<file path="src/sv/lrr_pkg.sv">
package lrr_pkg;

    localparam int SEED_W    = 31;
    localparam int WORD_W    = 32;
    localparam int PROD_W    = 2 * SEED_W;
    localparam int DIV_STEPS = SEED_W;
    localparam int CNT_W     = $clog2(DIV_STEPS);
    localparam int ADDR_W    = 5;

    // Register map, index = byte address / 4
    localparam logic [2:0] REG_MULTIPLIER = 3'd0;
    localparam logic [2:0] REG_MODULUS    = 3'd1;
    localparam logic [2:0] REG_SPLIT_QUOT = 3'd2;
    localparam logic [2:0] REG_SPLIT_REM  = 3'd3;
    localparam logic [2:0] REG_START_SEED = 3'd4;

    localparam logic [SEED_W-1:0] RST_MULTIPLIER = 31'd16807;
    localparam logic [SEED_W-1:0] RST_MODULUS    = 31'd2147483647;
    localparam logic [SEED_W-1:0] RST_SPLIT_QUOT = 31'd127773;
    localparam logic [SEED_W-1:0] RST_SPLIT_REM  = 31'd2836;
    localparam logic [SEED_W-1:0] RST_START_SEED = 31'd1;

    localparam logic OP_RAW    = 1'b0;
    localparam logic OP_RANGED = 1'b1;

    typedef struct packed {
        logic [SEED_W-1:0] multiplier;
        logic [SEED_W-1:0] modulus;
        logic [SEED_W-1:0] split_quot;
        logic [SEED_W-1:0] split_rem;
    } t_cfg;

    typedef struct packed {
        logic load_in;
        logic div_load_split;
        logic div_load_mod;
        logic div_step;
        logic mul_plus;
        logic mul_minus;
        logic compare;
        logic fix;
        logic out_load;
    } t_dp_cmd;

    typedef struct packed {
        logic op;
        logic span_err;
    } t_dp_stat;

endpackage

</file>
<file path="src/sv/lehmer_rng_ranged.sv">
// Park-Miller style multiplicative generator, stepped by Schrage's split so
// that no product exceeds 62 bits. Each input beat advances the seed once:
// the seed is divided by q with a bit-serial restoring divider, a*lo and
// r*hi are formed in turn on one shared 31x31 multiplier, then compared and
// folded, adding m when a*lo <= r*hi. A raw request (tuser = 0) returns the
// new seed; a ranged request (tuser = 1) orders the two bounds, then takes
// the seed modulo the span on the same divider (a load step, then the divide
// steps) and adds the lower bound, wrapped to 32 bits.
// A range covering all 2^32 values returns zero with span_error set; the
// seed still advances. Items are worked one at a time: no new beat is
// accepted until the last result has been loaded into the output register.
// A new beat is taken while the last result still waits on the output.
// Writing the start_seed register also reloads the seed; write registers
// only while no item is in flight.
module lehmer_rng_ranged
    import lrr_pkg::*;
(
    input  logic              i_clk,
    input  logic              i_rst_n,
    // Input stream
    input  logic              i_s_tvalid,
    output logic              o_s_tready,
    input  logic [63:0]       i_s_tdata,   // [31:0] range_from, [63:32] range_to
    input  logic              i_s_tuser,   // [0] op: 0 raw seed, 1 ranged
    // Output stream
    output logic              o_m_tvalid,
    input  logic              i_m_tready,
    output logic [31:0]       o_m_tdata,   // [31:0] value
    output logic              o_m_tuser,   // [0] span_error
    // Register port
    input  logic              psel,
    input  logic              penable,
    input  logic              pwrite,
    input  logic [ADDR_W-1:0] paddr,
    input  logic [WORD_W-1:0] pwdata,
    output logic [WORD_W-1:0] prdata,
    output logic              pready
);

    t_cfg              cfg;
    logic              seed_load;
    logic [SEED_W-1:0] seed_val;
    t_dp_cmd           cmd;
    t_dp_stat          stat;

    lrr_regs u_regs (
        .i_clk       (i_clk),
        .i_rst_n     (i_rst_n),
        .psel        (psel),
        .penable     (penable),
        .pwrite      (pwrite),
        .paddr       (paddr),
        .pwdata      (pwdata),
        .prdata      (prdata),
        .pready      (pready),
        .o_cfg       (cfg),
        .o_seed_load (seed_load),
        .o_seed_val  (seed_val)
    );

    // Sequence the divide, multiply and fold steps
    lrr_ctrl u_ctrl (
        .i_clk      (i_clk),
        .i_rst_n    (i_rst_n),
        .i_s_tvalid (i_s_tvalid),
        .o_s_tready (o_s_tready),
        .o_m_tvalid (o_m_tvalid),
        .i_m_tready (i_m_tready),
        .i_stat     (stat),
        .o_cmd      (cmd)
    );

    // Seed state, divider, multiplier and the output register
    lrr_dpath u_dpath (
        .i_clk       (i_clk),
        .i_rst_n     (i_rst_n),
        .i_cfg       (cfg),
        .i_seed_load (seed_load),
        .i_seed_val  (seed_val),
        .i_cmd       (cmd),
        .i_in_op     (i_s_tuser),
        .i_in_from   (i_s_tdata[31:0]),
        .i_in_to     (i_s_tdata[63:32]),
        .o_stat      (stat),
        .o_out_value (o_m_tdata),
        .o_out_err   (o_m_tuser)
    );

endmodule

</file>
<file path="src/sv/lrr_regs.sv">
module lrr_regs
    import lrr_pkg::*;
(
    input  logic                  i_clk,
    input  logic                  i_rst_n,
    input  logic                  psel,
    input  logic                  penable,
    input  logic                  pwrite,
    input  logic [ADDR_W-1:0]     paddr,
    input  logic [WORD_W-1:0]     pwdata,
    output logic [WORD_W-1:0]     prdata,
    output logic                  pready,
    output t_cfg                  o_cfg,
    output logic                  o_seed_load,
    output logic [SEED_W-1:0]     o_seed_val
);

    logic [SEED_W-1:0] r_multiplier;
    logic [SEED_W-1:0] r_modulus;
    logic [SEED_W-1:0] r_split_quot;
    logic [SEED_W-1:0] r_split_rem;
    logic [SEED_W-1:0] r_start_seed;
    logic              wr_en;
    logic [2:0]        reg_idx;
    logic [SEED_W-1:0] wr_val;

    assign pready  = 1'b1;
    assign wr_en   = psel & penable & pwrite;
    assign reg_idx = paddr[ADDR_W-1:2];
    assign wr_val  = pwdata[SEED_W-1:0];

    always_ff @(posedge i_clk) begin
        if (!i_rst_n) begin
            r_multiplier <= RST_MULTIPLIER;
            r_modulus    <= RST_MODULUS;
            r_split_quot <= RST_SPLIT_QUOT;
            r_split_rem  <= RST_SPLIT_REM;
            r_start_seed <= RST_START_SEED;
        end else if (wr_en) begin
            case (reg_idx)
                REG_MULTIPLIER: r_multiplier <= wr_val;
                REG_MODULUS:    r_modulus    <= wr_val;
                REG_SPLIT_QUOT: r_split_quot <= wr_val;
                REG_SPLIT_REM:  r_split_rem  <= wr_val;
                REG_START_SEED: r_start_seed <= wr_val;
                default: ;
            endcase
        end
    end

    always_comb begin
        case (reg_idx)
            REG_MULTIPLIER: prdata = {1'b0, r_multiplier};
            REG_MODULUS:    prdata = {1'b0, r_modulus};
            REG_SPLIT_QUOT: prdata = {1'b0, r_split_quot};
            REG_SPLIT_REM:  prdata = {1'b0, r_split_rem};
            REG_START_SEED: prdata = {1'b0, r_start_seed};
            default:        prdata = '0;
        endcase
    end

    assign o_cfg.multiplier = r_multiplier;
    assign o_cfg.modulus    = r_modulus;
    assign o_cfg.split_quot = r_split_quot;
    assign o_cfg.split_rem  = r_split_rem;

    // A seed write also reloads the generator state
    assign o_seed_load = wr_en && (reg_idx == REG_START_SEED);
    assign o_seed_val  = wr_val;

endmodule

</file>
<file path="src/sv/lrr_dpath.sv">
module lrr_dpath
    import lrr_pkg::*;
(
    input  logic              i_clk,
    input  logic              i_rst_n,
    input  t_cfg              i_cfg,
    input  logic              i_seed_load,
    input  logic [SEED_W-1:0] i_seed_val,
    input  t_dp_cmd           i_cmd,
    input  logic              i_in_op,
    input  logic [WORD_W-1:0] i_in_from,
    input  logic [WORD_W-1:0] i_in_to,
    output t_dp_stat          o_stat,
    output logic [WORD_W-1:0] o_out_value,
    output logic              o_out_err
);

    logic [SEED_W-1:0] r_seed;
    logic              r_op;
    logic              r_err;
    logic [WORD_W-1:0] r_lo_bound;
    logic [WORD_W-1:0] r_span;
    logic [WORD_W-1:0] r_divisor;
    logic [WORD_W-1:0] r_rem;
    logic [SEED_W-1:0] r_quo;
    logic [PROD_W-1:0] r_plus;
    logic [PROD_W-1:0] r_minus;
    logic              r_le;
    logic [SEED_W-1:0] r_diff;
    logic [WORD_W-1:0] r_out_value;
    logic              r_out_err;

    logic              swap;
    logic [WORD_W-1:0] lo_b;
    logic [WORD_W-1:0] hi_b;
    logic [WORD_W-1:0] gap;
    logic [WORD_W:0]   rem_sh;
    logic [WORD_W:0]   div_ext;
    logic [WORD_W:0]   rem_sub;
    logic              ge;
    logic [SEED_W-1:0] split_hi;
    logic [SEED_W-1:0] mul_a;
    logic [SEED_W-1:0] mul_b;
    logic [PROD_W-1:0] product;
    logic [SEED_W-1:0] n_seed;
    logic [WORD_W-1:0] n_out_value;

    // Order the bounds as signed values
    assign swap = $signed(i_in_from) > $signed(i_in_to);
    assign lo_b = swap ? i_in_to : i_in_from;
    assign hi_b = swap ? i_in_from : i_in_to;
    assign gap  = hi_b - lo_b;

    // Restoring divider, one quotient bit per step
    assign rem_sh  = {r_rem, r_quo[SEED_W-1]};
    assign div_ext = {1'b0, r_divisor};
    assign ge      = rem_sh >= div_ext;
    assign rem_sub = rem_sh - div_ext;

    // Zero quotient register means no split: hi is zero, lo is the seed
    assign split_hi = (i_cfg.split_quot == '0) ? '0 : r_quo;

    // One shared multiplier for a*lo and r*hi
    assign mul_a   = i_cmd.mul_plus ? i_cfg.multiplier : i_cfg.split_rem;
    assign mul_b   = i_cmd.mul_plus ? r_rem[SEED_W-1:0] : split_hi;
    assign product = PROD_W'(mul_a) * PROD_W'(mul_b);

    assign n_seed = r_diff + (r_le ? i_cfg.modulus : '0);

    always_comb begin
        if (r_op == OP_RAW) begin
            n_out_value = {1'b0, r_seed};
        end else if (r_err) begin
            n_out_value = '0;
        end else begin
            n_out_value = r_rem + r_lo_bound;
        end
    end

    always_ff @(posedge i_clk) begin
        if (!i_rst_n) begin
            r_seed <= RST_START_SEED;
        end else if (i_seed_load) begin
            r_seed <= i_seed_val;
        end else if (i_cmd.fix) begin
            r_seed <= n_seed;
        end
    end

    always_ff @(posedge i_clk) begin
        if (i_cmd.load_in) begin
            r_op       <= i_in_op;
            r_err      <= (i_in_op == OP_RANGED) && (gap == '1);
            r_lo_bound <= lo_b;
            r_span     <= gap + 1'b1;
        end
        if (i_cmd.div_load_split) begin
            r_rem     <= '0;
            r_quo     <= r_seed;
            r_divisor <= {1'b0, i_cfg.split_quot};
        end else if (i_cmd.div_load_mod) begin
            r_rem     <= '0;
            r_quo     <= r_seed;
            r_divisor <= r_span;
        end else if (i_cmd.div_step) begin
            r_rem <= ge ? rem_sub[WORD_W-1:0] : rem_sh[WORD_W-1:0];
            r_quo <= {r_quo[SEED_W-2:0], ge};
        end
        if (i_cmd.mul_plus) begin
            r_plus <= product;
        end
        if (i_cmd.mul_minus) begin
            r_minus <= product;
        end
        if (i_cmd.compare) begin
            r_le   <= r_plus <= r_minus;
            r_diff <= r_plus[SEED_W-1:0] - r_minus[SEED_W-1:0];
        end
        if (i_cmd.out_load) begin
            r_out_value <= n_out_value;
            r_out_err   <= r_err;
        end
    end

    assign o_stat.op       = r_op;
    assign o_stat.span_err = r_err;
    assign o_out_value     = r_out_value;
    assign o_out_err       = r_out_err;

    // A seed write wins over the fold; a zero split quotient leaves no minus term
    a_seed_load: assert property (@(posedge i_clk) disable iff (!i_rst_n)
        i_seed_load |=> r_seed == $past(i_seed_val))
        else $error("seed load not taken");
    a_split_zero_hi: assert property (@(posedge i_clk) disable iff (!i_rst_n)
        (i_cmd.mul_minus && i_cfg.split_quot == '0) |=> r_minus == '0)
        else $error("zero split quotient must give zero minus term");
    a_err_raw: assert property (@(posedge i_clk) disable iff (!i_rst_n)
        (i_cmd.load_in && i_in_op == OP_RAW) |=> !r_err)
        else $error("raw request flagged as full span");

endmodule

</file>
<file path="src/sv/lrr_ctrl.sv">
module lrr_ctrl
    import lrr_pkg::*;
(
    input  logic     i_clk,
    input  logic     i_rst_n,
    input  logic     i_s_tvalid,
    output logic     o_s_tready,
    output logic     o_m_tvalid,
    input  logic     i_m_tready,
    input  t_dp_stat i_stat,
    output t_dp_cmd  o_cmd
);

    typedef enum logic [8:0] {
        ST_IDLE      = 9'b000000001,
        ST_DIV_SPLIT = 9'b000000010,
        ST_MUL_PLUS  = 9'b000000100,
        ST_MUL_MINUS = 9'b000001000,
        ST_COMPARE   = 9'b000010000,
        ST_FIX       = 9'b000100000,
        ST_MOD_START = 9'b001000000,
        ST_DIV_MOD   = 9'b010000000,
        ST_FINISH    = 9'b100000000
    } t_state;

    localparam logic [CNT_W-1:0] LAST_STEP = CNT_W'(DIV_STEPS - 1);

    t_state           r_state;
    t_state           n_state;
    logic [CNT_W-1:0] r_cnt;
    logic [CNT_W-1:0] n_cnt;
    logic             r_out_valid;
    logic             n_out_valid;
    logic             out_room;
    logic             accept;

    assign out_room   = !r_out_valid || i_m_tready;
    assign o_s_tready = (r_state == ST_IDLE);
    assign accept     = i_s_tvalid && o_s_tready;
    assign o_m_tvalid = r_out_valid;

    always_comb begin
        n_state     = r_state;
        n_cnt       = r_cnt;
        n_out_valid = r_out_valid && !i_m_tready;
        o_cmd       = '0;
        case (r_state)
            ST_IDLE: begin
                if (accept) begin
                    o_cmd.load_in        = 1'b1;
                    o_cmd.div_load_split = 1'b1;
                    n_cnt                = '0;
                    n_state              = ST_DIV_SPLIT;
                end
            end
            ST_DIV_SPLIT: begin
                o_cmd.div_step = 1'b1;
                n_cnt          = r_cnt + 1'b1;
                if (r_cnt == LAST_STEP) begin
                    n_state = ST_MUL_PLUS;
                end
            end
            ST_MUL_PLUS: begin
                o_cmd.mul_plus = 1'b1;
                n_state        = ST_MUL_MINUS;
            end
            ST_MUL_MINUS: begin
                o_cmd.mul_minus = 1'b1;
                n_state         = ST_COMPARE;
            end
            ST_COMPARE: begin
                o_cmd.compare = 1'b1;
                n_state       = ST_FIX;
            end
            ST_FIX: begin
                o_cmd.fix = 1'b1;
                if (i_stat.op == OP_RANGED && !i_stat.span_err) begin
                    n_state = ST_MOD_START;
                end else begin
                    n_state = ST_FINISH;
                end
            end
            ST_MOD_START: begin
                o_cmd.div_load_mod = 1'b1;
                n_cnt              = '0;
                n_state            = ST_DIV_MOD;
            end
            ST_DIV_MOD: begin
                o_cmd.div_step = 1'b1;
                n_cnt          = r_cnt + 1'b1;
                if (r_cnt == LAST_STEP) begin
                    n_state = ST_FINISH;
                end
            end
            ST_FINISH: begin
                if (out_room) begin
                    o_cmd.out_load = 1'b1;
                    n_out_valid    = 1'b1;
                    n_state        = ST_IDLE;
                end
            end
            default: begin
                n_state = ST_IDLE;
            end
        endcase
    end

    always_ff @(posedge i_clk) begin
        if (!i_rst_n) begin
            r_state     <= ST_IDLE;
            r_cnt       <= '0;
            r_out_valid <= 1'b0;
        end else begin
            r_state     <= n_state;
            r_cnt       <= n_cnt;
            r_out_valid <= n_out_valid;
        end
    end

    a_finish_hold: assert property (@(posedge i_clk) disable iff (!i_rst_n)
        (r_state == ST_FINISH && r_out_valid && !i_m_tready) |=> r_state == ST_FINISH)
        else $error("result dropped while output stalled");
    a_split_len: assert property (@(posedge i_clk) disable iff (!i_rst_n)
        (r_state == ST_DIV_SPLIT && r_cnt == LAST_STEP) |=> r_state == ST_MUL_PLUS)
        else $error("split divider ran the wrong number of steps");
    a_cnt_range: assert property (@(posedge i_clk) disable iff (!i_rst_n)
        (r_state == ST_DIV_SPLIT || r_state == ST_DIV_MOD) |-> r_cnt <= LAST_STEP)
        else $error("divider step count out of range");
    a_out_load: assert property (@(posedge i_clk) disable iff (!i_rst_n)
        o_cmd.out_load |=> (o_m_tvalid && r_state == ST_IDLE))
        else $error("output load did not raise valid");

endmodule

</file>
<file path="config.mk">
export PLATFORM = sky130hd
export DESIGN_NAME = lehmer_rng_ranged
export DESIGN_NICKNAME = d
export VERILOG_FILES = /design/src/sv/lrr_pkg.sv /design/src/sv/lehmer_rng_ranged.sv /design/src/sv/lrr_regs.sv /design/src/sv/lrr_dpath.sv /design/src/sv/lrr_ctrl.sv
export SDC_FILE = /design/constraint.sdc
export NUM_CORES = 2
export LEC_CHECK = 0
export ABC_AREA = 1
export BUFFER_PORTS_ARGS = -buffer_cell sky130_fd_sc_hd__buf_2
export CORE_ASPECT_RATIO = 0.75
export CORE_MARGIN = 5
export CORE_UTILIZATION = 55
export DETAILED_ROUTE_END_ITERATION = 10
export PLACE_DENSITY = 0.73
export SYNTH_ARGS = -nofsm -noshare
export SYNTH_HDL_FRONTEND = slang
export SYNTH_SLANG_ARGS = --single-unit
</file>
<file path="constraint.sdc">
create_clock -name i_clk -period 12.4 [get_ports i_clk]
set_input_delay 0.62 -clock i_clk [delete_from_list [all_inputs] [get_ports i_clk]]
set_output_delay 0.62 -clock i_clk [all_outputs]
set_load 0.03 [all_outputs]
</file>
==> results.yml <==
status:
  status: "finished clean"
logic_synthesis:
  ys_ff_latch: 551
  ys_types: 59
  synth_warnings: 0
  ys_seq_area_share_pct: 22.9
  avgSynthCellArea_um2: 8.10
  syn_nets: 9062
  synth_cells: 7666
  syn_area_mm2: 0.0621
critical_path:
  critical_path_required_ns: 12.84
  cp.arrival_ns: 11.16
  slowest_stage: "inv_1"
  crit_type: "register to register"
  cp-end-kind: "register"
  cp-start-kind: "register"
  crit_family: "adder cells"
  path_max_fanout: 46
  crit_top_cell: "inv_1"
  cpPeakStageDelay_ns: 0.78
  crit_buf_inv: 12
cells_and_area:
  final_nets: 9140
  drive_gt1_share_pct: 6.33
  fin_area_mm2: 0.0666
  area_growth_pct: 7.30
  fin_cells: 9305
placement:
  placed_cell_area_mm2: 0.0648
  gp_congestion: 1.04
  hpwl_mm: 176
  portBuffers: 171
  dp.cells: 9199
floorplanning:
  coreArea_mm2: 0.112
  rows: 106
  dieWidth_um: 398
  start_util_pct: 55.5
  die_h_um: 301
  design.die.area_mm2: 0.120
  ioPinCount: 177
sta:
  rsz0062_at_grt: "false"
  min_period_ns: 10.72
  fin_crit_sh_pct: 86.5
  fin_skew_ns: 0.0631
  timing.fmax_mhz: 93.3
  setup_violations: 0
  worst_pin_slew_ns: 1.31
  setup_tns_ns: 0
  finalHoldViolations: 0
  slew_viol_final: 0
  slew_headroom_pct: 12.8
detailed_routing:
  viasPerCell: 5.83
  firstDrtPassIters: 6
  drt-total-wl_mm: 220
  drc: 0
  final_antenna_net_count: 0
  num_vias: 54300
  wl_per_cell_um: 23.6
  drtIter0Drc: 6891
global_route:
  grt.overflow.total: 0
  grt_max_degree: 95
  grt_pass1_wl_mm: 329
  antenna_found_initial: 15
  grt_usage_pct: 36.8
  grt_pass1_vias: 52700
cts:
  clock_sinks: 551
  cts_buffers: 55
  cts_resized: 0
  cts-root-buf: "clkbuf_16"
  clk_pin_slew_ns: 0.06
  post_cts_buffers: 0
  htree_levels: 2
  cts_hold_buf: 0
  clk_latency_ns: 0.66
  cts_tree: "yes"
  clock_path_buffers: 3
worst_hold_path:
  hp-class: "input pin to register"
job:
  maxCapViolCount: 0
Yosys cell counts (all sizes together):
cell / count / share of area (%)
a211oi: 6 / 0.073
a21boi: 13 / 0.16
a21o: 10 / 0.12
a21oi: 374 / 3.0
a221oi: 37 / 0.52
a22o: 2 / 0.028
a22oi: 1 / 0.012
a31oi: 60 / 0.60
a41oi: 1 / 0.014
and2: 1 / 0.010
and3: 4 / 0.040
buf: 29 / 0.30
clkbuf: 241 / 1.5
clkinv: 21 / 0.13
conb: 2 / 0.012
dfxtp: 234 / 7.5
edfxtp: 317 / 15
fa: 841 / 27
ha: 446 / 9.0
inv: 1528 / 9.2
nand2: 1642 / 10
nand3: 192 / 1.6
nand3b: 10 / 0.12
nand4: 64 / 0.66
nor2: 849 / 5.2
nor3: 35 / 0.30
nor3b: 1 / 0.012
nor4: 19 / 0.19
o2111ai: 4 / 0.056
o211a: 2 / 0.032
o211ai: 27 / 0.33
o21a: 20 / 0.24
o21ai: 417 / 3.4
o21bai: 9 / 0.11
o221a: 2 / 0.036
o221ai: 7 / 0.099
o22ai: 8 / 0.081
o311ai: 1 / 0.014
o31ai: 15 / 0.18
or2: 5 / 0.050
xnor2: 66 / 0.94
xor2: 103 / 1.5
flip-flops by register name, indices dropped and copies added, names as in the netlist, 32 cells and up:
name                 cells
u_dpath.r_minus         62
u_dpath.r_plus          62
u_dpath.o_out_value     32
u_dpath.r_divisor       32
u_dpath.r_lo_bound      32
u_dpath.r_rem           32
u_dpath.r_span          32
kinds of logic (layout without fill, tap and decap cells):
group                      Yosys count  after routing  share of synthesized area (%)
AOI/OAI and AO/OA                 1016           1016                           9.10
and+or+nand+nor                   2822           2822                           18.3
other                                2              5                         0.0121
DFF                                551            551                           22.9
xor gates and xnor gates           169            169                           2.46
adders and majority gates         1287           1287                           36.1
buffers and inverters             1819           1943                           11.1
area by class of cell:
class	instances	area (um2)
Fill cell	10000	45200
Clock buffer	66	1450
Antenna cell	3	7.51
Multi-Input combinational cell	5296	41100
Tap cell	1512	1890
Timing Repair Buffer	291	1760
Sequential cell	551	14200
Clock inverter	37	380
Inverter	1549	5810
layer usage:
| metal | share of wire [%] | global-route usage, % | vias up | wire [um] |
|---|---|---|---|---|
| li1 | - | - | 24000 | - |
| met1 | 40 | 52.1 | 26200 | 88200 |
| met2 | 38 | 49.4 | 3524 | 84400 |
| met3 | 17 | 17.8 | 509 | 38200 |
| met4 | 4.0 | 11.4 | 18 | 8720 |
| met5 | 0.16 | 0.244 | - | 343 |
worst paths after layout:
check | end | cells past startpoint | slack (ns) | from
max | u_dpath.r_minus[58] | 40 | 1.68 | u_ctrl.r_state[7]
max reg2reg | u_dpath.r_minus[58] | 40 | 1.68 | u_ctrl.r_state[7]
min reg2reg | u_regs.r_start_seed[10] | 2 | 0.47 | u_regs.r_start_seed[10]
min | u_ctrl.r_state[0] | 2 | 0.21 | i_s_tvalid
cell usage in the layout (no fill, tap or decap), types with 101 or more instances in the layout:
cell      netlist  final
a21oi_1       372    372
buf_2           3    170
buf_4           3    121
dfxtp_1       234    234
edfxtp_1      317    317
fa_1          841    841
ha_1          446    446
inv_1        1509   1507
nand2_1      1618   1616
nand3_1       183    182
nor2_1        833    829
o21ai_0       363    340
xor2_1        101    101
through the flow:
stage                     setup slack, ns  hold slack [ns]  utilization, %
after detailed placement             1.96            0.456            57.9
after global placement               1.90            0.439            57.9
after floorplan                      3.81            0.426               -
after global routing                 1.26            0.210            59.6
final                                1.68            0.211            59.6
after CTS                            1.89            0.183            59.6
Power is not shown: default switching activity piles up to over one toggle a cycle in this logic, so the estimate is an artifact.
